$ cat src/design/ptc_pkg.sv
// Shared types, constants and saturation helpers for the pressure/temperature
// compensation pipeline. No dependencies.
`timescale 1ns / 1ps
`default_nettype none

package ptc_pkg;

    // Field and datapath widths
    localparam int SAMPLE_W = 24;
    localparam int SCALE_W  = 21;
    localparam int QUO_W    = 33;   // quotient bits computed by the divider
    localparam int FRAC     = 24;

    // Pipeline depths
    localparam int DIV_LAT  = QUO_W + 2;
    localparam int POLY_LAT = 7;

    // Register indexes
    localparam logic [2:0] REG_TEMP_COEF   = 3'd0;
    localparam logic [2:0] REG_PRESS_COEFA = 3'd1;
    localparam logic [2:0] REG_PRESS_COEFB = 3'd2;
    localparam logic [2:0] REG_TEMP_SCALE  = 3'd3;
    localparam logic [2:0] REG_PRESS_SCALE = 3'd4;

    localparam logic [SCALE_W-1:0] SCALE_RESET = 21'd524288;

    typedef logic signed [31:0] smp_t;
    typedef logic signed [55:0] im_t;
    typedef logic signed [65:0] wide_t;

    localparam wide_t IM_HI = 66'sh007FFFFFFFFFFFFF;
    localparam wide_t IM_LO = -IM_HI - 66'sd1;
    localparam wide_t S_HI  = 66'sh7FFFFFFF;
    localparam wide_t S_LO  = -S_HI - 66'sd1;

    // clamp to the 56-bit intermediate range
    function automatic im_t clamp_im(input wide_t x);
        im_t r;
        if (x > IM_HI)
            r = IM_HI[55:0];
        else if (x < IM_LO)
            r = IM_LO[55:0];
        else
            r = x[55:0];
        return r;
    endfunction

    // saturate to int32
    function automatic smp_t sat32(input wide_t x);
        smp_t r;
        if (x > S_HI)
            r = S_HI[31:0];
        else if (x < S_LO)
            r = S_LO[31:0];
        else
            r = x[31:0];
        return r;
    endfunction

endpackage

`default_nettype wire

$ cat src/design/ptc_div.sv
// Pipelined restoring divider: floor(sext(raw) * 2^24 / scale), clamped to Q8.24.
// One quotient bit per stage. Depends on ptc_pkg.
`timescale 1ns / 1ps
`default_nettype none

module ptc_div
    import ptc_pkg::*;
#(
    parameter int SAMPLE_BITS = 24
)
(
    input  wire logic                clk,
    input  wire logic                en,
    input  wire logic [SAMPLE_W-1:0] raw,
    input  wire logic [SCALE_W-1:0]  scale,
    output smp_t                     quo
);

    localparam int SHIFT = SAMPLE_W - SAMPLE_BITS;

    logic [SCALE_W-1:0]  dvs;
    logic [SAMPLE_W-1:0] raw_sh;
    logic signed [SAMPLE_W-1:0] sx;
    logic                in_neg;
    logic [SAMPLE_W-1:0] in_mag;
    logic                in_ovf;

    logic [SCALE_W-1:0]  rem_reg [0:QUO_W];
    logic [QUO_W-1:0]    q_reg   [0:QUO_W];
    logic [SAMPLE_W-1:0] mag_reg [0:QUO_W];
    logic                neg_reg [0:QUO_W];
    logic                ovf_reg [0:QUO_W];

    logic [SCALE_W-1:0]  rem_next [1:QUO_W];
    logic [QUO_W-1:0]    q_next   [1:QUO_W];

    logic [QUO_W:0]      ceil_q;
    smp_t                quo_reg;
    smp_t                quo_next;

    // a zero scale acts as one
    assign dvs = (scale == '0) ? SCALE_W'(1) : scale;

    // sign-extend from SAMPLE_BITS, take magnitude, flag a quotient of 2^33 or more
    always_comb
    begin
        raw_sh = raw << SHIFT;
        sx     = $signed(raw_sh) >>> SHIFT;
        in_neg = sx[SAMPLE_W-1];
        in_mag = in_neg ? SAMPLE_W'(-(SAMPLE_W+1)'(sx)) : SAMPLE_W'(sx);
        in_ovf = {6'd0, in_mag} >= {dvs, 9'd0};
    end

    // one quotient bit per stage; bit i of the numerator {mag, 24'b0}
    always_comb
    begin
        logic [QUO_W-1:0]   num_lo;
        logic [SCALE_W:0]   trial;
        logic               ge;
        int                 i;
        for (int j = 1; j <= QUO_W; j++)
        begin
            i      = QUO_W - j;
            num_lo = {mag_reg[j-1][8:0], 24'd0};
            trial  = {rem_reg[j-1], num_lo[i]};
            ge     = trial >= {1'b0, dvs};
            rem_next[j] = SCALE_W'(ge ? trial - {1'b0, dvs} : trial);
            q_next[j]    = q_reg[j-1];
            q_next[j][i] = ge;
        end
    end

    // floor correction and clamp
    always_comb
    begin
        ceil_q = {1'b0, q_reg[QUO_W]} + (QUO_W+1)'(rem_reg[QUO_W] != '0);
        if (neg_reg[QUO_W])
        begin
            if (ovf_reg[QUO_W] || ceil_q > (QUO_W+1)'(34'h080000000))
                quo_next = S_LO[31:0];
            else
                quo_next = 32'(-ceil_q);
        end
        else
        begin
            if (ovf_reg[QUO_W] || q_reg[QUO_W] > QUO_W'(33'h07FFFFFFF))
                quo_next = S_HI[31:0];
            else
                quo_next = q_reg[QUO_W][31:0];
        end
    end

    // stage registers
    always_ff @(posedge clk)
    begin
        if (en)
        begin
            rem_reg[0] <= SCALE_W'(in_mag >> 9);
            q_reg[0]   <= '0;
            mag_reg[0] <= in_mag;
            neg_reg[0] <= in_neg;
            ovf_reg[0] <= in_ovf;
            for (int j = 1; j <= QUO_W; j++)
            begin
                rem_reg[j] <= rem_next[j];
                q_reg[j]   <= q_next[j];
                mag_reg[j] <= mag_reg[j-1];
                neg_reg[j] <= neg_reg[j-1];
                ovf_reg[j] <= ovf_reg[j-1];
            end
            quo_reg <= quo_next;
        end
    end

    assign quo = quo_reg;

endmodule

`default_nettype wire

$ cat config.mk
export PLATFORM = sky130hd
export DESIGN_NAME = ptc_div
export DESIGN_NICKNAME = d
export VERILOG_FILES = /design/src/design/ptc_pkg.sv /design/src/design/ptc_div.sv
export SDC_FILE = /design/constraint.sdc
export NUM_CORES = 2
export LEC_CHECK = 0
export BUFFER_PORTS_ARGS = -buffer_cell sky130_fd_sc_hd__buf_2
export CORE_MARGIN = 2
export CORE_UTILIZATION = 40
export DETAILED_ROUTE_END_ITERATION = 16
export GPL_TIMING_DRIVEN = 0
export PLACE_DENSITY_LB_ADDON = 0.08
export SYNTH_ARGS = -nofsm -noshare
export SYNTH_HDL_FRONTEND = slang
export SYNTH_SLANG_ARGS = --single-unit
$ cat constraint.sdc
create_clock -name clk -period 8.6 [get_ports clk]
set_clock_uncertainty 0.1 [all_clocks]
set_input_delay 0.86 -clock clk [delete_from_list [all_inputs] [get_ports clk]]
set_output_delay 0.86 -clock clk [all_outputs]
set_load 0.005 [all_outputs]
After elaboration in Yosys (flattened, before gate mapping)
Memory sizes are Yosys's and may differ from the RTL's.
Cells that the tools add are included.
{ "totals": {"regBits": 32, "ram_bits": 2720, "in_bits": 47, "mem_count": 5} }
{ "mem_list": {"columns": ["memory", "depth", "width", "rd", "rd_ports_with_merged_regs", "write_ports", "line_no", "text"], "rows": [
  ["q_reg", 34, 33, 34, 0, 34, "ptc_div.sv:29", "logic [QUO_W-1:0] q_reg [0:QUO_W];"],
  ["mag_reg", 34, 24, 33, 0, 34, "ptc_div.sv:30", "logic [SAMPLE_W-1:0] mag_reg [0:QUO_W];"],
  ["rem_reg", 34, 21, 34, 0, 34, "ptc_div.sv:28", "logic [SCALE_W-1:0] rem_reg [0:QUO_W];"],
  ["neg_reg", 34, 1, 34, 0, 34, "ptc_div.sv:31", "logic neg_reg [0:QUO_W];"],
  ["ovf_reg", 34, 1, 34, 0, 34, "ptc_div.sv:32", "logic ovf_reg [0:QUO_W];"]
]} }
{ "classes": {"addsub": 36, "magnitude_cmp": 36, "n_mux": 40, "n_reduce_logical": 4} }
{ "op_table": {"columns": ["op", "n"], "rows": [
  ["greater-or-equal comparator 22 x 21 -> 1 bit", 33],
  ["two-way mux 21 bit", 34],
  ["subtractor 21 bit", 33],
  ["two-way mux 32 bit", 3],
  ["adder 33 x 1 -> 34 bit", 1],
  ["greater-than comparator 34 x 32 -> 1 bit, second input constant", 1],
  ["greater-than comparator 33 x 31 -> 1 bit, second input constant", 1],
  ["negator 32 bit", 1],
  ["greater-or-equal comparator 24 x 30 -> 1 bit", 1],
  ["two-way mux 24 bit", 1],
  ["negator 24 bit", 1],
  ["zero test 21 bit", 1],
  ["nonzero test 21 bit", 1],
  ["logical OR 1 bit", 2],
  ["two-way mux 1 bit", 2]
]} }

Depth between registers and ports, before layout
{ "logic_depth": {"depth_word": 6, "depth_mapped": 20, "ltp_nobuf": 17} }

Least setup slack after synthesis
Ideal clock, no wire load.
{ "synth_path": {"path_kind": "in2reg", "startpoint": "input port scale[16]", "endpoint": "memory rem_reg[25][12], data pin", "setup_ns": 0.260, "t_arrival_ns": 6.816, "t_required_ns": 8.240, "slack_ns": 1.425, "stages": 18, "path_cell_list": "or3_1 nand4b_4 o21ai_2 inv_1 clkbuf_1 clkbuf_1 clkbuf_1 fa_1 a21o_1 a31oi_1 o311ai_0 a211oi_1 o31ai_1 o21a_1 o21ai_0 nand2_1 clkbuf_1 mux2_2"} }
{ "synth_lines": {"columns": ["element", "line_no", "text"], "rows": [
  ["from (decl)", "ptc_div.sv:15", "input wire logic [SCALE_W-1:0] scale,"],
  ["to (decl)", "ptc_div.sv:28", null]
]} }

==> results summary <==
The synthesized area per cell came out at 11.5 µm². The number of nets in the final layout came out at 8320. The starting density of the core came out at 0.403. The largest buffer count on any clock path came out at 3. The data arrival time of the critical path came out at 8.57 ns. The share of async-settable or async-resettable flops after synthesis is 0. In this run the horizontal extent of the chip is 461 µm. The count of flip-flops with a built-in enable after synthesis is 1414.

Setup repair after global routing left no endpoint under its margin. The register with the most flip-flops in the layout has just under 700 of them. Measured against its own limit, the worst slew margin works out to 0.171. From synthesis to final layout, the design area changed by 12.4%.

The switching power came out at 13.5 mW. In this run the worst path has a maximum fanout of 40. The overall power came out at 35.2 mW. For this run, the top clock speed supported by timing is 123 MHz. The clock-pin slew on the worst setup and hold paths came out at ~0.06 ns. The aggregate global routing overflow came out at 0. Sorting the synthesized cells by area gives the leading types as edfxtp_1 51%, ha_1 11%, mux2_2 3.7%.

Along the worst hold path, the cell count comes to 1. The global placer's final weighted congestion came out at 0.885. The reg-to-reg setup timing slack came out at 2.56 ns. In this run the most critical hold path is launched from raw[0]. The pin count of the biggest net entering global routing is between 150 and 200. The initial antenna violation count came out at 4. The final critical-path share of the clock period came out at 0.948. The number of unique standard cell types used by synthesis came out at 100. The total of warnings raised by yosys is 0. CTS placed an instance of clkbuf_16 at the clock tree root. Of the synthesized area, sequential elements account for 0.509. The run finished with clean final reports. In the synthesized netlist, the number of instances is 7257. The latest clock arrival within the worst-skew pair is 0.84 ns. The number of clock buffers inserted by TritonCTS came out at 164.

At the pin with the least slew margin, the transition time is 1.24 ns. The count of input and output buffers came out at 78. The combinational group share of total power came out at 0.460.

The DRC violation count after routing came out at 0. The number of placed cells counting well taps came out at 10155. Setup slack closes at 0.450 ns. The leading area contributor after synthesis is edfxtp_1. The count of clock tree sinks came out at 1414.

For this block, the routed nets add up to 229 mm of wire. The H-tree depth reported by CTS came out at 4. The power per cell area came out at 376 nW/µm². Buffers added to address setup during post-CTS repair amount to 0.

The cell with the most instances after synthesis is edfxtp_1. The total of fill cells in the finished design came out at 18905. The cell-internal power came out at between 20 and 25 mW. The remaining antenna violation count is 0. The startpoint identified for the worst register-to-register timing path is rem_reg[33][4]. The worst hold-check slack came out at 0.171 ns. The total vias in the final route came out at 57985. For this run, the number of standard cells in the final layout without fillers is 10459.

The net count after synthesis is 8044. The height of the chip is approximately 460 µm. The detailed-router iteration count before antenna repair is 6.

The core region is 207000 µm². The combined global-route utilization of all metal layers came out at 0.213. The tool flagged a number of max-cap violations equal to 0. Of the post-synthesis cell area, the dominant cell type holds 0.509.

After the first detailed-routing iteration, the DRC count stood at 4035. The net switching share of the total power came out at 0.382. The number of slew-limit violations in the final report is 0. Subtracting the final worst setup slack from the clock period gives 8.15 ns.

The first global-routing pass estimated 344 mm of wire. The routed wire length per instance came out at 21.9 µm. TritonCTS built the clock tree.

The first element of the critical path is scale[16]. The leakage dissipation is between 30 and 40 nW. The critical path launch point type is a primary input. Of the total power, the clock network draws 0.201.

The post-cts gate resize count came out at 0. The capture point of the worst reg-to-reg path is quo[25]. The worst setup path is captured at a flop. The part of the total power dissipated in sequential elements came out at 0.338. Across the VDD grid, the largest voltage drop is between 0.2 and 0.25 mV. The final-report setup violation count came out at 0.

The worst hold path belongs to the class primary input to flop. The detailed placement HPWL is 160 mm. The ratio of routed vias to standard cells came out at 5.54. In the synthesized netlist, the cells that appear most often are 1414 x edfxtp_1, 707 x ha_1, 608 x a21oi_1. The setup path with the least slack is of type primary input to flop. STA puts the critical path data required time at between 9 and 10 ns. Counting flops and latches in the post-synthesis netlist gives between 1000 and 1500. The cell area after technology mapping came out at 83400 µm².

The setup slack after placement came out at -0.525 ns. In the final layout, the share of cells above drive strength 1 is 0.102. The path depth of the worst reg2reg path is 18. The floorplan has 167 rows.

In the synthesized netlist the dominant register cell turns out to be edfxtp_1. The path with the worst hold slack has its endpoint at mag_reg[0][0]. The count of pins on the block boundary came out at 79.

The via count of the first global-routing pass is 56656. The number of hold-slack violations in the final timing report is 0. The post-route core utilization is 0.452.

The number of buffers inserted for hold repair after clock tree synthesis is 0. The area of the die is 212000 µm².
-- power groups by stage --
| stage | clock (mW) | sequential, mW | combinational (mW) |
|---|---|---|---|
| 4_1_cts | 7.33 | 11.9 | 16.2 |
| 6_report | 7.09 | 11.9 | 16.2 |
| 5_1_grt | 7.57 | 12.1 | 18.0 |
| 3_3_place_gp | 0 | 12.4 | 15.9 |
| 3_5_place_dp | 0 | 12.0 | 16.0 |
| 2_1_floorplan | 0 | 11.3 | 12.2 |
-- worst max-delay path, stage by stage --
cell and delay, ns:
buf_2 0.14, or3_1 0.46, nand4b_4 0.59, o21ai_4 0.56, buf_12 0.24, inv_1 0.10
clkbuf_2 0.46, clkbuf_2 0.63, clkbuf_4 0.52, buf_16 0.32, fa_1 0.48, a211oi_1 0.34
o211a_1 0.23, o41ai_1 0.15, o211ai_1 0.30, a31oi_1 0.17, a21o_1 0.21, a21o_1 0.20
a21oi_1 0.76, clkbuf_1 0.46, o21ai_0 0.27
-- stage by stage --
step	area [µm²]	setup TNS (ns)
after floorplan	83400	0
after global placement	87300	-
after detailed placement	88200	-51.13
after CTS	93700	0
after global routing	93700	0
final	93700	0
-- worst max path at each step --
stage	endpoint	cells after the start
after global placement	q_reg[32][28]	1
after floorplan	rem_reg[25][12]	18
after detailed placement	rem_reg[20][19]	22
after CTS	rem_reg[20][19]	22
final	rem_reg[20][19]	21
after global routing	rem_reg[20][19]	22
-- metal layers --
layer  up-vias  track usage  share of wire
met1     28100        0.277           0.45
met2      1261        0.362           0.48
li1      28273            -              -
met4         0       0.0791          0.038
met5         -            0              0
met3       351       0.0261          0.037
-- layout make-up --
class,instances,area [µm²],share of cell area
sequential,1414,42500,0.453
multi-input combinational,5452,39400,0.421
clock buffer,189,4220,0.0450
tap,2788,3490,0.0372
clock inverter,112,1280,0.0137
timing repair buffer,110,1220,0.0131
inverter,236,933,0.00996
buffer,155,642,0.00685
antenna,3,7.51,0.0000801
-- cell usage in the layout (no fill, tap or decap), drive strengths merged, types with 48 or more instances in the layout --
cell    instances
a31oi          58
nor2b          72
xor2          236
clkinv         69
inv           246
a21o          266
edfxtp       1414
and3           51
nor2          397
o21bai         85
nor3          129
nand3         116
nand2         592
a21oi         610
o21ai         553
nand4         106
buf           151
mux2          278
ha            707
nand2b         72
clkbuf        303
and2           48
xnor2         341
a211oi         67
o21a           61
-- cell families (layout without fill, tap and decap cells) --
kind of cell             count (synthesis)  in the layout  share of synthesized area
AND/OR/NAND/NOR                       1815           1815                      0.107
XOR/XNOR                               577            577                     0.0606
flip-flops                            1414           1414                      0.509
adder cells (fa/ha/maj)                740            740                      0.114
AO/OA/AOI/OAI                         2032           2032                      0.152
other                                    0              3                          0
buffers and inverters                  391            802                     0.0182
multiplexers                           288            288                     0.0387
Note: power is estimated with default switching activity, not from simulation.
